**src/sv/pse_pkg.sv**
```systemverilog
package pse_pkg;

    // field widths
    localparam int COUNT_BITS    = 12;
    localparam int TIME_BITS     = 32;
    localparam int FRAC_BITS     = 16;
    localparam int SPEED_BITS    = FRAC_BITS + 8;
    localparam int SCALE_BITS    = 16;
    localparam int MINP_BITS     = 12;
    localparam int GAIN_BITS     = 16;
    localparam int CFG_IDX_BITS  = 2;
    localparam int CFG_DATA_BITS = 16;

    // divider: numerator is scale*count in Q(FRAC_BITS), quotient keeps the speed range
    localparam int NUM_BITS  = SCALE_BITS + COUNT_BITS + FRAC_BITS - 8;
    localparam int QUOT_BITS = SPEED_BITS - 1;
    localparam int HI_BITS   = NUM_BITS - QUOT_BITS;
    localparam int CMP_BITS  = (HI_BITS > TIME_BITS) ? HI_BITS : TIME_BITS;

    // calibration datapath, Q24
    localparam int CAL_FRAC  = 24;
    localparam int X_BITS    = 32;
    localparam int Y_BITS    = 36;
    localparam int YS_SHIFT  = CAL_FRAC - FRAC_BITS;

    // digit-serial multiplier
    localparam int MA_BITS   = 38;
    localparam int MB_BITS   = 32;
    localparam int DIG_BITS  = 8;
    localparam int N_DIG     = MB_BITS / DIG_BITS;
    localparam int SUM_BITS  = MA_BITS + DIG_BITS + 1;
    localparam int HIGH_BITS = MA_BITS + 1;
    localparam int PROD_BITS = HIGH_BITS + MB_BITS;
    localparam int RES_BITS  = PROD_BITS - CAL_FRAC;

    typedef logic [1:0] t_mul_mode;
    localparam t_mul_mode MUL_INT = 2'd0;   // plain product
    localparam t_mul_mode MUL_Q16 = 2'd1;   // rounded, >> 16
    localparam t_mul_mode MUL_Q24 = 2'd2;   // rounded, >> 24

    typedef struct packed {
        logic      start;
        t_mul_mode mode;
    } t_mul_req;

    typedef struct packed {
        logic done;
        logic ovf;
    } t_div_stat;

    // register indexes
    localparam logic [CFG_IDX_BITS-1:0] CFG_SCALE = 2'd0;
    localparam logic [CFG_IDX_BITS-1:0] CFG_MINP  = 2'd1;
    localparam logic [CFG_IDX_BITS-1:0] CFG_GAIN  = 2'd2;

    localparam logic [SCALE_BITS-1:0] SCALE_RST = 16'd35584;
    localparam logic [MINP_BITS-1:0]  MINP_RST  = 12'd12;
    localparam logic [GAIN_BITS-1:0]  GAIN_RST  = 16'd13107;

    // calibration constants in Q24
    localparam logic [MA_BITS-1:0]       K_A      = 38'd19384395;
    localparam logic signed [X_BITS-1:0] K_B      = 32'sd3679243;
    localparam logic [MB_BITS-1:0]       K_C3_MAG = 32'd1678;
    localparam logic [MB_BITS-1:0]       K_C2     = 32'd117441;
    localparam logic [MA_BITS-1:0]       K_C1_MAG = 38'd2521616;
    localparam logic signed [Y_BITS-1:0] K_C0     = 36'sd24184357;

    localparam logic [QUOT_BITS-1:0] RAW_LIMIT = QUOT_BITS'(100) << FRAC_BITS;

    localparam logic signed [SPEED_BITS-1:0] SPEED_MAX = {1'b0, {(SPEED_BITS-1){1'b1}}};
    localparam logic signed [SPEED_BITS-1:0] SPEED_MIN = {1'b1, {(SPEED_BITS-1){1'b0}}};

endpackage

```
**src/sv/pse_if.sv**
```systemverilog
interface pse_in_if;
    logic                            valid;
    logic                            ready;
    logic [pse_pkg::COUNT_BITS-1:0]  pulse_count;
    logic [pse_pkg::TIME_BITS-1:0]   now_ms;

    modport source (output valid, pulse_count, now_ms, input ready);
    modport sink   (input valid, pulse_count, now_ms, output ready);
endinterface

interface pse_out_if;
    logic                                  valid;
    logic                                  ready;
    logic signed [pse_pkg::SPEED_BITS-1:0] speed_filtered;
    logic                                  measured;
    logic                                  in_range;

    modport source (output valid, speed_filtered, measured, in_range, input ready);
    modport sink   (input valid, speed_filtered, measured, in_range, output ready);
endinterface

interface pse_cfg_if;
    logic                              valid;
    logic                              ready;
    logic [pse_pkg::CFG_IDX_BITS-1:0]  index;
    logic [pse_pkg::CFG_DATA_BITS-1:0] data;

    modport source (output valid, index, data, input ready);
    modport sink   (input valid, index, data, output ready);
endinterface

```
**src/sv/pse_mul.sv**
```systemverilog
module pse_mul (
    input  logic                           i_clk,
    input  logic                           i_rst_n,
    input  pse_pkg::t_mul_req              i_req,
    input  logic [pse_pkg::MA_BITS-1:0]    i_a,
    input  logic [pse_pkg::MB_BITS-1:0]    i_b,
    output logic                           o_done,
    output logic [pse_pkg::RES_BITS-1:0]   o_res
);

    localparam int CNT_BITS = (pse_pkg::N_DIG > 1) ? $clog2(pse_pkg::N_DIG) : 1;
    localparam logic [CNT_BITS-1:0] CNT_LAST = CNT_BITS'(pse_pkg::N_DIG - 1);

    logic                               r_busy;
    logic                               r_done;
    logic [CNT_BITS-1:0]                r_cnt;
    logic [pse_pkg::MA_BITS-1:0]        r_a;
    logic [pse_pkg::MB_BITS-1:0]        r_b;
    logic [pse_pkg::HIGH_BITS-1:0]      r_hi;
    logic [pse_pkg::MB_BITS-1:0]        r_lo;
    pse_pkg::t_mul_mode                 r_mode;

    logic [pse_pkg::DIG_BITS-1:0]                  digit;
    logic [pse_pkg::MA_BITS+pse_pkg::DIG_BITS-1:0] pp;
    logic [pse_pkg::SUM_BITS-1:0]                  rnd;
    logic [pse_pkg::SUM_BITS-1:0]                  sum;
    logic [pse_pkg::PROD_BITS-1:0]                 prod;

    assign digit = r_b[pse_pkg::DIG_BITS-1:0];
    assign pp    = {{pse_pkg::DIG_BITS{1'b0}}, r_a} * {{pse_pkg::MA_BITS{1'b0}}, digit};

    // rounding constant goes in with the lowest digit
    always_comb begin
        rnd = '0;
        if (r_cnt == '0) begin
            unique case (r_mode)
                pse_pkg::MUL_Q24: rnd = pse_pkg::SUM_BITS'(1) << (pse_pkg::CAL_FRAC - 1);
                pse_pkg::MUL_Q16: rnd = pse_pkg::SUM_BITS'(1) << (pse_pkg::GAIN_BITS - 1);
                default:          rnd = '0;
            endcase
        end
    end

    assign sum  = pse_pkg::SUM_BITS'(r_hi) + pse_pkg::SUM_BITS'(pp) + rnd;
    assign prod = {r_hi, r_lo};

    always_comb begin
        unique case (r_mode)
            pse_pkg::MUL_Q24: o_res = prod[pse_pkg::CAL_FRAC +: pse_pkg::RES_BITS];
            pse_pkg::MUL_Q16: o_res = prod[pse_pkg::GAIN_BITS +: pse_pkg::RES_BITS];
            pse_pkg::MUL_INT: o_res = prod[pse_pkg::RES_BITS-1:0];
            default:          o_res = '0;
        endcase
    end

    assign o_done = r_done;

    always_ff @(posedge i_clk) begin
        if (!i_rst_n) begin
            r_busy <= 1'b0;
            r_done <= 1'b0;
            r_cnt  <= '0;
        end else begin
            r_done <= 1'b0;
            if (i_req.start) begin
                r_busy <= 1'b1;
                r_cnt  <= '0;
            end else if (r_busy) begin
                r_cnt <= r_cnt + 1'b1;
                if (r_cnt == CNT_LAST) begin
                    r_busy <= 1'b0;
                    r_done <= 1'b1;
                end
            end
        end
    end

    // low digit of b first; each step retires DIG_BITS product bits into r_lo
    always_ff @(posedge i_clk) begin
        if (i_req.start) begin
            r_a    <= i_a;
            r_b    <= i_b;
            r_hi   <= '0;
            r_mode <= i_req.mode;
        end else if (r_busy) begin
            r_hi <= sum[pse_pkg::SUM_BITS-1:pse_pkg::DIG_BITS];
            r_lo <= {sum[pse_pkg::DIG_BITS-1:0], r_lo[pse_pkg::MB_BITS-1:pse_pkg::DIG_BITS]};
            r_b  <= r_b >> pse_pkg::DIG_BITS;
        end
    end

endmodule

```
**src/sv/pse_div.sv**
```systemverilog
module pse_div (
    input  logic                            i_clk,
    input  logic                            i_rst_n,
    input  logic                            i_start,
    input  logic [pse_pkg::NUM_BITS-1:0]    i_num,
    input  logic [pse_pkg::TIME_BITS-1:0]   i_den,
    output pse_pkg::t_div_stat              o_stat,
    output logic [pse_pkg::QUOT_BITS-1:0]   o_quot
);

    localparam int CNT_BITS = $clog2(pse_pkg::QUOT_BITS + 1);
    localparam logic [CNT_BITS-1:0] CNT_LAST = CNT_BITS'(pse_pkg::QUOT_BITS - 1);

    logic                               r_busy;
    logic                               r_done;
    logic                               r_ovf;
    logic [CNT_BITS-1:0]                r_cnt;
    logic [pse_pkg::TIME_BITS-1:0]      r_rem;
    logic [pse_pkg::TIME_BITS-1:0]      r_den;
    logic [pse_pkg::QUOT_BITS-1:0]      r_nlo;
    logic [pse_pkg::QUOT_BITS-1:0]      r_q;

    logic [pse_pkg::HI_BITS-1:0]        num_hi;
    logic                               ovf;
    logic [pse_pkg::TIME_BITS:0]        trial;
    logic                               fits;

    // quotient would not fit the speed range (also covers a zero divisor)
    assign num_hi = i_num[pse_pkg::NUM_BITS-1:pse_pkg::QUOT_BITS];
    assign ovf    = pse_pkg::CMP_BITS'(num_hi) >= pse_pkg::CMP_BITS'(i_den);

    assign trial = {r_rem, r_nlo[pse_pkg::QUOT_BITS-1]};
    assign fits  = trial >= {1'b0, r_den};

    assign o_stat.done = r_done;
    assign o_stat.ovf  = r_ovf;
    assign o_quot      = r_q;

    always_ff @(posedge i_clk) begin
        if (!i_rst_n) begin
            r_busy <= 1'b0;
            r_done <= 1'b0;
            r_ovf  <= 1'b0;
            r_cnt  <= '0;
        end else begin
            r_done <= 1'b0;
            if (i_start) begin
                r_ovf <= ovf;
                r_cnt <= '0;
                if (ovf) begin
                    r_done <= 1'b1;
                end else begin
                    r_busy <= 1'b1;
                end
            end else if (r_busy) begin
                r_cnt <= r_cnt + 1'b1;
                if (r_cnt == CNT_LAST) begin
                    r_busy <= 1'b0;
                    r_done <= 1'b1;
                end
            end
        end
    end

    // restoring division, one quotient bit per cycle
    always_ff @(posedge i_clk) begin
        if (i_start) begin
            r_rem <= pse_pkg::TIME_BITS'(num_hi);
            r_nlo <= i_num[pse_pkg::QUOT_BITS-1:0];
            r_den <= i_den;
        end else if (r_busy) begin
            r_rem <= fits ? pse_pkg::TIME_BITS'(trial - {1'b0, r_den})
                          : trial[pse_pkg::TIME_BITS-1:0];
            r_q   <= {r_q[pse_pkg::QUOT_BITS-2:0], fits};
            r_nlo <= r_nlo << 1;
        end
    end

endmodule

```
**src/sv/pulse_speed_estimator.sv**
```systemverilog
// Channel  Dir  Modport  Payload
// i_in     in   sink     pulse_count, now_ms
// o_out    out  source   speed_filtered, measured, in_range
// i_cfg    in   sink     index, data (0 pulse_scale, 1 min_pulses, 2 filter_gain)
//
// A count below min_pulses gives its result without any product or divide; a measurement
// whose speed is out of range or whose elapsed time is zero stops after the first product
// and the divide; a full filter update runs eight products on the shared 8-bit-digit
// multiplier and one pass of the radix-2 divider.
// One item is in work at a time; the next is taken as soon as the result sits in the
// output register, which holds it until o_out.ready. Synchronous reset, active low.
module pulse_speed_estimator (
    input  logic        i_clk,
    input  logic        i_rst_n,
    pse_in_if.sink      i_in,
    pse_out_if.source   o_out,
    pse_cfg_if.sink     i_cfg
);

    localparam int D_BITS  = pse_pkg::SPEED_BITS + 1;
    localparam int FS_BITS = pse_pkg::SPEED_BITS + 2;
    localparam logic [pse_pkg::Y_BITS-1:0] Y_ROUND =
        (pse_pkg::YS_SHIFT == 0) ? '0 : pse_pkg::Y_BITS'(1) << (pse_pkg::YS_SHIFT - 1);
    localparam logic [pse_pkg::Y_BITS-1:0] Y_MIN_MAG =
        pse_pkg::Y_BITS'(1) << (pse_pkg::SPEED_BITS - 1);

    localparam logic [3:0] ST_IDLE = 4'd0;
    localparam logic [3:0] ST_M0W  = 4'd1;
    localparam logic [3:0] ST_DIVW = 4'd2;
    localparam logic [3:0] ST_M1W  = 4'd3;
    localparam logic [3:0] ST_M2S  = 4'd4;
    localparam logic [3:0] ST_M2W  = 4'd5;
    localparam logic [3:0] ST_M3W  = 4'd6;
    localparam logic [3:0] ST_M4W  = 4'd7;
    localparam logic [3:0] ST_M5W  = 4'd8;
    localparam logic [3:0] ST_M6W  = 4'd9;
    localparam logic [3:0] ST_YS   = 4'd10;
    localparam logic [3:0] ST_D    = 4'd11;
    localparam logic [3:0] ST_M7S  = 4'd12;
    localparam logic [3:0] ST_M7W  = 4'd13;
    localparam logic [3:0] ST_DONE = 4'd14;

    logic [3:0]                              r_state;
    logic [3:0]                              n_state;

    logic [pse_pkg::SCALE_BITS-1:0]          r_scale;
    logic [pse_pkg::MINP_BITS-1:0]           r_minp;
    logic [pse_pkg::GAIN_BITS-1:0]           r_gain;
    logic [pse_pkg::TIME_BITS-1:0]           r_last;
    logic signed [pse_pkg::SPEED_BITS-1:0]   r_f;

    logic [pse_pkg::TIME_BITS-1:0]           r_elapsed;
    logic signed [pse_pkg::X_BITS-1:0]       r_x;
    logic [pse_pkg::MA_BITS-1:0]             r_x2;
    logic signed [pse_pkg::Y_BITS-1:0]       r_y;
    logic [pse_pkg::Y_BITS-1:0]              r_ymag;
    logic                                    r_yneg;
    logic signed [D_BITS-1:0]                r_d;
    logic                                    r_sgn;
    logic                                    r_meas;
    logic                                    r_inr;

    logic                                    r_ovalid;
    logic signed [pse_pkg::SPEED_BITS-1:0]   r_ospeed;
    logic                                    r_omeas;
    logic                                    r_oinr;

    pse_pkg::t_mul_req                       mul_req;
    logic [pse_pkg::MA_BITS-1:0]             mul_a;
    logic [pse_pkg::MB_BITS-1:0]             mul_b;
    logic                                    mul_done;
    logic [pse_pkg::RES_BITS-1:0]            mul_res;

    logic                                    div_start;
    logic [pse_pkg::NUM_BITS-1:0]            div_num;
    pse_pkg::t_div_stat                      div_stat;
    logic [pse_pkg::QUOT_BITS-1:0]           div_quot;

    logic                                    in_acc;
    logic                                    take;
    logic                                    out_load;
    logic [pse_pkg::X_BITS-1:0]              x_mag;
    logic signed [pse_pkg::Y_BITS-1:0]       term;
    logic signed [pse_pkg::Y_BITS-1:0]       y_acc;
    logic [pse_pkg::Y_BITS-1:0]              y_abs;
    logic [pse_pkg::Y_BITS-1:0]              y_rm;
    logic signed [pse_pkg::SPEED_BITS-1:0]   ys;
    logic [D_BITS-1:0]                       d_mag;
    logic signed [FS_BITS-1:0]               step;
    logic signed [FS_BITS-1:0]               fsum;
    logic signed [pse_pkg::SPEED_BITS-1:0]   f_new;

    pse_mul u_mul (
        .i_clk   (i_clk),
        .i_rst_n (i_rst_n),
        .i_req   (mul_req),
        .i_a     (mul_a),
        .i_b     (mul_b),
        .o_done  (mul_done),
        .o_res   (mul_res)
    );

    pse_div u_div (
        .i_clk   (i_clk),
        .i_rst_n (i_rst_n),
        .i_start (div_start),
        .i_num   (div_num),
        .i_den   (r_elapsed),
        .o_stat  (div_stat),
        .o_quot  (div_quot)
    );

    assign i_in.ready = (r_state == ST_IDLE);
    assign i_cfg.ready = 1'b1;
    assign in_acc     = i_in.valid & i_in.ready;
    assign take       = i_in.pulse_count >= r_minp;
    assign out_load   = (r_state == ST_DONE) && (!r_ovalid || o_out.ready);

    assign o_out.valid          = r_ovalid;
    assign o_out.speed_filtered = r_ospeed;
    assign o_out.measured       = r_omeas;
    assign o_out.in_range       = r_oinr;

    assign div_num = pse_pkg::NUM_BITS'(mul_res) << (pse_pkg::FRAC_BITS - 8);

    // sign-magnitude helpers
    assign x_mag = r_x[pse_pkg::X_BITS-1] ? pse_pkg::X_BITS'(-r_x) : pse_pkg::X_BITS'(r_x);
    assign term  = pse_pkg::Y_BITS'(mul_res);
    assign y_acc = r_sgn ? r_y - term : r_y + term;
    assign y_abs = r_y[pse_pkg::Y_BITS-1] ? pse_pkg::Y_BITS'(-r_y) : pse_pkg::Y_BITS'(r_y);
    assign y_rm  = r_ymag >> pse_pkg::YS_SHIFT;
    assign d_mag = r_d[D_BITS-1] ? D_BITS'(-r_d) : D_BITS'(r_d);

    // round y back to the speed format and saturate
    always_comb begin
        if (!r_yneg) begin
            ys = (y_rm > pse_pkg::Y_BITS'(pse_pkg::SPEED_MAX))
               ? pse_pkg::SPEED_MAX : pse_pkg::SPEED_BITS'(y_rm);
        end else begin
            ys = (y_rm > Y_MIN_MAG) ? pse_pkg::SPEED_MIN : pse_pkg::SPEED_BITS'(-y_rm);
        end
    end

    assign step = FS_BITS'(mul_res);
    assign fsum = FS_BITS'(r_f) + (r_sgn ? -step : step);

    always_comb begin
        if (fsum > FS_BITS'(pse_pkg::SPEED_MAX)) begin
            f_new = pse_pkg::SPEED_MAX;
        end else if (fsum < FS_BITS'(pse_pkg::SPEED_MIN)) begin
            f_new = pse_pkg::SPEED_MIN;
        end else begin
            f_new = pse_pkg::SPEED_BITS'(fsum);
        end
    end

    // sequencer: issue products and the divide in order
    always_comb begin
        n_state   = r_state;
        mul_req   = '0;
        mul_a     = '0;
        mul_b     = '0;
        div_start = 1'b0;
        unique case (r_state)
            ST_IDLE: begin
                if (in_acc) begin
                    if (take) begin
                        mul_req.start = 1'b1;
                        mul_req.mode  = pse_pkg::MUL_INT;
                        mul_a         = pse_pkg::MA_BITS'(r_scale);
                        mul_b         = pse_pkg::MB_BITS'(i_in.pulse_count);
                        n_state       = ST_M0W;
                    end else begin
                        n_state = ST_DONE;
                    end
                end
            end
            ST_M0W: begin
                if (mul_done) begin
                    div_start = 1'b1;
                    n_state   = ST_DIVW;
                end
            end
            ST_DIVW: begin
                if (div_stat.done) begin
                    if (div_stat.ovf || div_quot > pse_pkg::RAW_LIMIT) begin
                        n_state = ST_DONE;
                    end else begin
                        mul_req.start = 1'b1;
                        mul_req.mode  = pse_pkg::MUL_Q24;
                        mul_a         = pse_pkg::K_A;
                        mul_b         = pse_pkg::MB_BITS'(div_quot) << pse_pkg::YS_SHIFT;
                        n_state       = ST_M1W;
                    end
                end
            end
            ST_M1W: begin
                if (mul_done) begin
                    n_state = ST_M2S;
                end
            end
            ST_M2S: begin
                mul_req.start = 1'b1;
                mul_req.mode  = pse_pkg::MUL_Q24;
                mul_a         = pse_pkg::MA_BITS'(x_mag);
                mul_b         = pse_pkg::MB_BITS'(x_mag);
                n_state       = ST_M2W;
            end
            ST_M2W: begin
                if (mul_done) begin
                    mul_req.start = 1'b1;
                    mul_req.mode  = pse_pkg::MUL_Q24;
                    mul_a         = mul_res[pse_pkg::MA_BITS-1:0];
                    mul_b         = pse_pkg::K_C3_MAG;
                    n_state       = ST_M3W;
                end
            end
            ST_M3W: begin
                if (mul_done) begin
                    mul_req.start = 1'b1;
                    mul_req.mode  = pse_pkg::MUL_Q24;
                    mul_a         = mul_res[pse_pkg::MA_BITS-1:0];
                    mul_b         = pse_pkg::MB_BITS'(x_mag);
                    n_state       = ST_M4W;
                end
            end
            ST_M4W: begin
                if (mul_done) begin
                    mul_req.start = 1'b1;
                    mul_req.mode  = pse_pkg::MUL_Q24;
                    mul_a         = r_x2;
                    mul_b         = pse_pkg::K_C2;
                    n_state       = ST_M5W;
                end
            end
            ST_M5W: begin
                if (mul_done) begin
                    mul_req.start = 1'b1;
                    mul_req.mode  = pse_pkg::MUL_Q24;
                    mul_a         = pse_pkg::K_C1_MAG;
                    mul_b         = pse_pkg::MB_BITS'(x_mag);
                    n_state       = ST_M6W;
                end
            end
            ST_M6W: begin
                if (mul_done) begin
                    n_state = ST_YS;
                end
            end
            ST_YS: begin
                n_state = ST_D;
            end
            ST_D: begin
                n_state = ST_M7S;
            end
            ST_M7S: begin
                mul_req.start = 1'b1;
                mul_req.mode  = pse_pkg::MUL_Q16;
                mul_a         = pse_pkg::MA_BITS'(d_mag);
                mul_b         = pse_pkg::MB_BITS'(r_gain);
                n_state       = ST_M7W;
            end
            ST_M7W: begin
                if (mul_done) begin
                    n_state = ST_DONE;
                end
            end
            ST_DONE: begin
                if (out_load) begin
                    n_state = ST_IDLE;
                end
            end
            default: n_state = ST_IDLE;
        endcase
    end

    always_ff @(posedge i_clk) begin
        if (!i_rst_n) begin
            r_state  <= ST_IDLE;
            r_scale  <= pse_pkg::SCALE_RST;
            r_minp   <= pse_pkg::MINP_RST;
            r_gain   <= pse_pkg::GAIN_RST;
            r_last   <= '0;
            r_f      <= '0;
            r_ovalid <= 1'b0;
        end else begin
            r_state <= n_state;
            if (i_cfg.valid) begin
                unique case (i_cfg.index)
                    pse_pkg::CFG_SCALE: r_scale <= i_cfg.data;
                    pse_pkg::CFG_MINP:  r_minp  <= i_cfg.data[pse_pkg::MINP_BITS-1:0];
                    pse_pkg::CFG_GAIN:  r_gain  <= i_cfg.data;
                    default: ;
                endcase
            end
            if (r_state == ST_IDLE && in_acc) begin
                if (take) begin
                    r_last <= i_in.now_ms;
                end else begin
                    r_f <= '0;
                end
            end
            if (r_state == ST_M7W && mul_done) begin
                r_f <= f_new;
            end
            if (out_load) begin
                r_ovalid <= 1'b1;
            end else if (o_out.ready) begin
                r_ovalid <= 1'b0;
            end
        end
    end

    always_ff @(posedge i_clk) begin
        case (r_state)
            ST_IDLE: begin
                if (in_acc) begin
                    r_meas    <= take;
                    r_inr     <= 1'b0;
                    r_elapsed <= i_in.now_ms - r_last;
                end
            end
            ST_M1W: begin
                if (mul_done) begin
                    r_x <= $signed(mul_res[pse_pkg::X_BITS-1:0]) - pse_pkg::K_B;
                end
            end
            ST_M2S: begin
                r_y <= pse_pkg::Y_BITS'(r_x) + pse_pkg::K_C0;
            end
            ST_M2W: begin
                if (mul_done) begin
                    r_x2 <= mul_res[pse_pkg::MA_BITS-1:0];
                end
            end
            ST_M3W: begin
                // C3 is negative: the cubic term flips the sign of x
                if (mul_done) begin
                    r_sgn <= ~r_x[pse_pkg::X_BITS-1];
                end
            end
            ST_M4W: begin
                if (mul_done) begin
                    r_y   <= y_acc;
                    r_sgn <= 1'b0;
                end
            end
            ST_M5W: begin
                // C1 is negative as well
                if (mul_done) begin
                    r_y   <= y_acc;
                    r_sgn <= ~r_x[pse_pkg::X_BITS-1];
                end
            end
            ST_M6W: begin
                if (mul_done) begin
                    r_y <= y_acc;
                end
            end
            ST_YS: begin
                r_ymag <= y_abs + Y_ROUND;
                r_yneg <= r_y[pse_pkg::Y_BITS-1];
            end
            ST_D: begin
                r_d <= D_BITS'(ys) - D_BITS'(r_f);
            end
            ST_M7S: begin
                r_sgn <= r_d[D_BITS-1];
            end
            ST_M7W: begin
                if (mul_done) begin
                    r_inr <= 1'b1;
                end
            end
            default: ;
        endcase
        if (out_load) begin
            r_ospeed <= r_f;
            r_omeas  <= r_meas;
            r_oinr   <= r_inr;
        end
    end

endmodule

```
**src/flat_wrapper.sv**
```systemverilog
// flat-port wrapper written by rule: the top's interface ports become plain ports
module pulse_speed_estimator_flat 
  (i_clk, i_rst_n, i_in_valid, i_in_pulse_count, i_in_now_ms, i_in_ready, o_out_valid, o_out_speed_filtered, o_out_measured, o_out_in_range, o_out_ready, i_cfg_valid, i_cfg_index, i_cfg_data, i_cfg_ready);
  pse_in_if i_in_i ();
  pse_out_if o_out_i ();
  pse_cfg_if i_cfg_i ();
  input  logic i_clk;
  input  logic i_rst_n;
  input wire logic [$bits(i_in_i.valid)-1:0] i_in_valid;
  input wire logic [$bits(i_in_i.pulse_count)-1:0] i_in_pulse_count;
  input wire logic [$bits(i_in_i.now_ms)-1:0] i_in_now_ms;
  output wire logic [$bits(i_in_i.ready)-1:0] i_in_ready;
  output wire logic [$bits(o_out_i.valid)-1:0] o_out_valid;
  output wire logic [$bits(o_out_i.speed_filtered)-1:0] o_out_speed_filtered;
  output wire logic [$bits(o_out_i.measured)-1:0] o_out_measured;
  output wire logic [$bits(o_out_i.in_range)-1:0] o_out_in_range;
  input wire logic [$bits(o_out_i.ready)-1:0] o_out_ready;
  input wire logic [$bits(i_cfg_i.valid)-1:0] i_cfg_valid;
  input wire logic [$bits(i_cfg_i.index)-1:0] i_cfg_index;
  input wire logic [$bits(i_cfg_i.data)-1:0] i_cfg_data;
  output wire logic [$bits(i_cfg_i.ready)-1:0] i_cfg_ready;
  assign i_in_i.valid = i_in_valid;
  assign i_in_i.pulse_count = i_in_pulse_count;
  assign i_in_i.now_ms = i_in_now_ms;
  assign i_in_ready = i_in_i.ready;
  assign o_out_valid = o_out_i.valid;
  assign o_out_speed_filtered = o_out_i.speed_filtered;
  assign o_out_measured = o_out_i.measured;
  assign o_out_in_range = o_out_i.in_range;
  assign o_out_i.ready = o_out_ready;
  assign i_cfg_i.valid = i_cfg_valid;
  assign i_cfg_i.index = i_cfg_index;
  assign i_cfg_i.data = i_cfg_data;
  assign i_cfg_ready = i_cfg_i.ready;
  pulse_speed_estimator u_core (.i_clk(i_clk), .i_rst_n(i_rst_n), .i_in(i_in_i), .o_out(o_out_i), .i_cfg(i_cfg_i));
endmodule
```
**config.mk**
```make
export PLATFORM = sky130hd
export DESIGN_NAME = pulse_speed_estimator_flat
export DESIGN_NICKNAME = d
export VERILOG_FILES = /design/src/sv/pse_pkg.sv /design/src/sv/pse_if.sv /design/src/sv/pse_mul.sv /design/src/sv/pse_div.sv /design/src/sv/pulse_speed_estimator.sv /design/src/flat_wrapper.sv
export SDC_FILE = /design/constraint.sdc
export NUM_CORES = 2
export LEC_CHECK = 0
export BUFFER_PORTS_ARGS = -buffer_cell sky130_fd_sc_hd__buf_2
export CORE_ASPECT_RATIO = 0.6
export CORE_MARGIN = 5
export CORE_UTILIZATION = 45
export DETAILED_ROUTE_END_ITERATION = 6
export PLACE_DENSITY = 0.66
export SYNTH_ARGS = -nofsm -noshare
export SYNTH_HDL_FRONTEND = slang
export SYNTH_SLANG_ARGS = --single-unit
export TNS_END_PERCENT = 100
```
**constraint.sdc**
```tcl
create_clock -name i_clk -period 5.7 [get_ports i_clk]
set_input_delay 1.14 -clock i_clk [delete_from_list [all_inputs] [get_ports i_clk]]
set_output_delay 1.14 -clock i_clk [all_outputs]
set_load 0.005 [all_outputs]
```
== Word-level counts from Yosys, hierarchy flattened ==
Cells that the tools add are included.

* $lt $le $gt $ge: 8
* Bitwise gates (word level): 6
* Shift-type cells: 0
* Muxes and demuxes: 83
* Multiply operators: 1
* Add/sub/neg operators: 18
* Equality and inequality tests: 35
* Reduce and logical (&&, ||, !) cells: 38
* Div/mod/pow operators: 0

{| class="wikitable"
|+ Operators by type and width
! cell !! count
|-
| case mux 38 bit (7 select lines) || 1
|-
| two-way mux 32 bit || 7
|-
| case mux 32 bit (7 select lines) || 1
|-
| two-way mux 24 bit || 8
|-
| two-way mux 38 bit || 4
|-
| case mux 38 bit (3 select lines) || 1
|-
| two-way mux 36 bit || 3
|-
| case mux 36 bit (2 select lines) || 1
|-
| subtractor 32 bit || 2
|-
| case mux 4 bit (15 select lines) || 1
|-
| two-way mux 4 bit || 13
|-
| two-way mux 25 bit || 2
|-
| case mux 24 bit (2 select lines) || 1
|-
| adder 39 x 46 -> 47 bit || 1
|-
| adder 47 bit || 1
|-
| two-way mux 47 bit || 1
|-
| multiplier 38 x 8 -> 46 bit || 1
|-
| two-way mux 23 bit || 2
|-
| adder 36 bit || 1
|-
| adder 36 x 8 -> 36 bit (second input constant) || 1
|-
| negation 36 bit || 1
|-
| subtractor 36 bit || 1
|-
| adder 32 x 26 -> 33 bit (second input constant) || 1
|-
| greater-or-equal comparator 33 x 32 -> 1 bit || 1
|-
| 53 further kinds || 132
|}

* Memories: 0
* Logic and storage cells: 226
* Input port bits: 67
* ROM bits: 0
* Memory bits (writable): 0
* Latch bits: 0
* Output and inout port bits: 29
* Bits in registers: 591

== Depth between registers and ports, before layout ==
* Word-level depth: 9
* Mapped depth: 25
* Gate-level depth less buffers: 24

== Cells and area by module ==
Synthesis repeated with hierarchy kept, for this count alone.

* Cell total of the unflattened synthesis: 5019
* Area, all modules: 47149.0 um2

{| class="wikitable"
|+ By module, submodules not included
! module !! times used !! seq. area each (um2) !! area each (um2) !! cells each
|-
| pulse_speed_estimator || 1 || 8738.4 || 23613.9 || 2726
|-
| pse_mul || 1 || 3983.8 || 16859.9 || 1670
|-
| pse_div || 1 || 3273.1 || 6675.2 || 623
|}

== Worst setup path before layout ==
OpenSTA, ideal clock, no wires.

* Kind: register -> register
* From: register u_core.u_mul.r_b[7] (netlist name)
* To: register u_core.u_mul.r_hi[24] (netlist name)
* Path slack: -38 ps
* Library setup time: 116 ps
* Required time: 5584 ps
* Arrival: 5622 ps
* Cell stages (with the launch flop): 22
* Cell sequence: edfxtp_1 > clkbuf_1 > clkbuf_1 > nand2_1 > fa_1 > inv_1 > fa_1 > fa_1 > fa_1 > ha_1 > ha_1 > clkbuf_1 > a21o_1 > a21o_1 > a21o_1 > a21oi_1 > o21bai_1 > o21ai_0 > o31a_1 > a21boi_0 > or3_1 > a31o_2

* Longest elaborated chain between the ends: 3

{| class="wikitable"
|+ Ends and longest elaborated chain
! element !! RTL line !! source
|-
| start: declaration || pse_mul.sv:18 || <nowiki>logic [pse_pkg::MB_BITS-1:0] r_b;</nowiki>
|-
| start signal: assignment || pse_mul.sv:82 || <nowiki>r_b <= i_b;</nowiki>
|-
| start signal: assignment || pse_mul.sv:88 || <nowiki>r_b <= r_b >> pse_pkg::DIG_BITS;</nowiki>
|-
| multiplier 38 x 8 -> 46 bit || pse_mul.sv:30 || <nowiki>assign pp = {{pse_pkg::DIG_BITS{1'b0}}, r_a} * {{pse_pkg::MA_BITS{1'b0}}, digit};</nowiki>
|-
| adder 39 x 46 -> 47 bit || pse_mul.sv:44 || <nowiki>assign sum = pse_pkg::SUM_BITS'(r_hi) + pse_pkg::SUM_BITS'(pp) + rnd;</nowiki>
|-
| adder 47 bit || pse_mul.sv:44 ||
|-
| end signal: assignment || pse_mul.sv:86 || <nowiki>r_hi <= sum[pse_pkg::SUM_BITS-1:pse_pkg::DIG_BITS];</nowiki>
|-
| end: declaration || pse_mul.sv:19 || <nowiki>logic [pse_pkg::HIGH_BITS-1:0] r_hi;</nowiki>
|}

No other way between the ends.
A chain may end at the register's enable or synchronous reset.

== Worst setup path after layout ==
* From: register u_core.u_mul.r_b[4] (netlist name)
* To: register u_core.u_mul.r_hi[32] (netlist name)

The elaborated chain is that of the path after synthesis.

==> metrics.md <==
| Metric | Value |
|---|---|
| Status | finished with violations |
| Failing checks | design-rule violations, negative setup slack |
| WL per Instance | 22.78 um |
| Main synth FF type | edfxtp_1 |
| Post-DP HPWL | 119000 um |
| Starting Density | 0.4517 |
| Vias | 39.53k |
| Dominant cell type by area after synthesis | edfxtp_1 |
| Register area share after synthesis | 0.3411 |
| Overflow after GRT | 0 |
| Hold Path End | u_core.o_out.measured$_DFFE_PP_ |
| Share of cells above drive strength 1 | 0.1500 |
| Most used routing layer | met1 |
| Row count | 91 |
| Clock transition at path regs | 0.07 ns |
| Worst slew pin tran | 1.234 ns |
| Share of the synthesized area in the top cell type | 0.2653 |
| Hold path start | u_core.r_meas$_DFFE_PP_ |
| Yosys warns | 0 |
| Hold depth | 0 |
| Slew Limit Headroom | 0.1752 |
| Total Wirelength | 153200 um |
| Fmax | 172.6 MHz |
| Setup TNS | -0.1910 ns |
| Clock Latency Late Sink | 0.67 ns |
| # Max-Cap Violations | 0 |
| CTS buffer count | 59 |
| Syn avg cell area | 9.283 um^2 |
| GP Congestion | 1.014 |
| Die area | 109300 um^2 |
| Worst EP required | 6.31 ns |
| Total GRT Usage | 0.2724 |
| Crit start category | flop |
| Post-Syn Area | 46180 um^2 |
| I/O pin count | 96 |
| Syn Inst Count | 4975 |
| Area contributors post-synth | edfxtp_1, fa_1, ha_1 |
| Most common cell in the netlist | nand2_1 |
| EDFF count, synth | 408 |
| RSZ-0062 raised after global routing | true |
| Min-delay worst type | flop to flop |
| Worst reg2reg path startpoint | u_core.u_mul.r_b[4]$_DFFE_PP_ |
| Vias per cell | 5.877 |
| Final min period | 5.795 ns |
| Htree depth | 2 |
| Final Cycle Share | 1.017 |
| TritonCTS clock tree | built |
| Synth cell types | 85 |
| CTS Sinks | 583 |
| Flop and latch count out of synthesis | 583 |
| Worst-case clock buffer depth | 3 |
| Reg-to-Reg End | u_core.u_mul.r_hi[32]$_SDFFE_PP0P_ |
| Die W | 423.6 um |
| Worst Setup Path Type | flop to flop |
| Net count after synthesis | 5598 |
| Post-synthesis async set-or-reset flop share | 0 |
| Endpoints failing hold | 0 |
| CP Max Fanout | 6 |
| Core ar. | 102200 um^2 |
| CP arrival | 6.41 ns |
| Met2 GRT Util | 0.3371 |
| Final slew viol count | 0 |
| Met1 Usage GRT | 0.4356 |
| Worst Skew | 0.03219 ns |
| Syn-to-layout area delta | 17.10% |
| Detailed Routing Iterations Pass 1 | 7 |
| DRC | 3 |
| Initial antenna violation count | 15 |
| Final-stage net count | 5945 |
| GR Util met3 | 0.1139 |
| I/O Buffers | 94 |
| FF-to-FF path depth | 21 |
| R2R Setup Slk | -0.09 ns |
| Largest net degree at the start of global routing | 92 |
| CTS Hold Bufs | 0 |
| Root Driver | clkbuf_16 |
| Setup ws final | -0.09456 ns |
| Initial drt markers | 5372 |
| Global-route wire length before repair | 230200 um |
| Antenna viol nets, final | 0 |
| Number of global-route vias before repair | 36.24k |
| Commonest cells post-synth | nand2_1, inv_1, edfxtp_1 |
| Filler Cell Count | 9186 |
| Die Ht | 258.1 um |
| Endpoints failing setup | 3 |
| Setup crit end kind | flop |
## state kept, by name, summed over array words and instances (netlist names), 23 cells and up
register,flops
u_core.o_out.speed_filtered,24
u_core.r_d,25
u_core.r_elapsed,32
u_core.r_f,24
u_core.r_last,32
u_core.r_x,32
u_core.r_x2,38
u_core.r_y,36
u_core.r_ymag,28
u_core.u_div.o_quot,23
u_core.u_div.r_den,32
u_core.u_div.r_rem,32
u_core.u_mul.r_a,38
u_core.u_mul.r_b,32
u_core.u_mul.r_hi,39
u_core.u_mul.r_lo,32
## worst max-delay path by stage
stage	startpoint	end	slack (ns)
after global placement	u_core.r_ymag[8]$_DFFE_PP_	u_core.r_d[23]$_DFFE_PP_	-0.41
final	u_core.u_mul.r_b[4]$_DFFE_PP_	u_core.u_mul.r_hi[32]$_SDFFE_PP0P_	-0.09
after floorplan	u_core.u_mul.r_b[7]$_DFFE_PP_	u_core.u_mul.r_hi[32]$_SDFFE_PP0P_	0.05
after CTS	u_core.u_mul.r_b[4]$_DFFE_PP_	u_core.u_mul.r_hi[35]$_SDFFE_PP0P_	-0.005
after detailed placement	u_core.r_ymag[8]$_DFFE_PP_	u_core.r_d[23]$_DFFE_PP_	-0.49
after global routing	u_core.u_mul.r_b[7]$_DFFE_PP_	u_core.u_mul.r_hi[32]$_SDFFE_PP0P_	-0.23
## layout by cell type, fill, tap and decap left out, types with 95 or more instances in the layout
cell type	netlist	routed
nand2_1	684	675
inv_1	421	415
edfxtp_1	408	408
buf_4	2	378
nor2_1	306	300
ha_1	293	262
o21ai_0	271	249
fa_1	263	245
a21oi_1	261	242
xnor2_1	234	234
dfxtp_1	175	174
xor2_1	131	130
and2_1	131	126
buf_2	8	95
## repair_timing
action | 4_1_cts | 5_1_grt
pin swaps | 94 | 57
setup endpoints to repair | 22 | 51
hold endpoints to repair | 0 | 0
gates cloned | 4 | 0
buffers inserted | 25 | 20
gates resized for setup | 111 | 93
## layer usage
layer | wire length [um] | vias to the layer above
met3 | 23510 | 211
met1 | 71720 | 19030
met2 | 55080 | 2165
li1 | - | 18120
met4 | 2895 | 2
met5 | 13 | -
## worst max-delay path, cell delays in order (launching register included)
cell	delay (ns)
edfxtp_1	0.43
buf_6	0.17
buf_6	0.14
and2_4	0.14
fa_2	0.53
fa_2	0.44
fa_2	0.54
fa_1	0.45
ha_4	0.25
ha_4	0.27
nand4_1	0.20
nor2_2	0.18
a31o_4	0.19
o2111ai_4	0.16
a21oi_4	0.24
o21ai_1	0.10
buf_4	0.17
o31a_1	0.26
buf_4	0.15
a31o_4	0.24
or4_1	0.39
nand3_1	0.08
## cells by family after synthesis
group	share of synthesized area
flip-flops	0.3411
AO/OA/AOI/OAI	0.1617
adder cells (fa/ha/maj)	0.1934
AND/OR/NAND/NOR	0.1613
multiplexers	0.01894
other	0.00008120
XOR/XNOR	0.06957
buffers and inverters	0.05386
## stage by stage
step                      area [um^2]    util  worst slack [ns]  std cells  hold WS [ns]
after floorplan                 46180       -           0.05394       4975        0.4003
after global placement          50580  0.4947           -0.4132       6563        0.4049
after detailed placement        50580  0.4947           -0.4883       6563        0.4197
after CTS                       53520  0.5234         -0.005314       6700        0.4231
after global routing            54070  0.5288           -0.2334       6720        0.4383
final                           54080  0.5289          -0.09456       6726        0.4212
## layout make-up
cell class                      count  area (um^2)  area share
Clock buffer                       75         1609     0.02975
Clock inverter                     36        473.0    0.008745
Inverter                          424         1593     0.02945
Tap cell                         1348         1687     0.03119
Antenna cell                        6        15.01   0.0002776
Timing Repair Buffer              518         4044     0.07477
Multi-Input combinational cell   3736        28910      0.5345
Sequential cell                   583        15760      0.2913
Power is not shown: default switching activity piles up to over one toggle a cycle in this logic, so the estimate is an artifact.
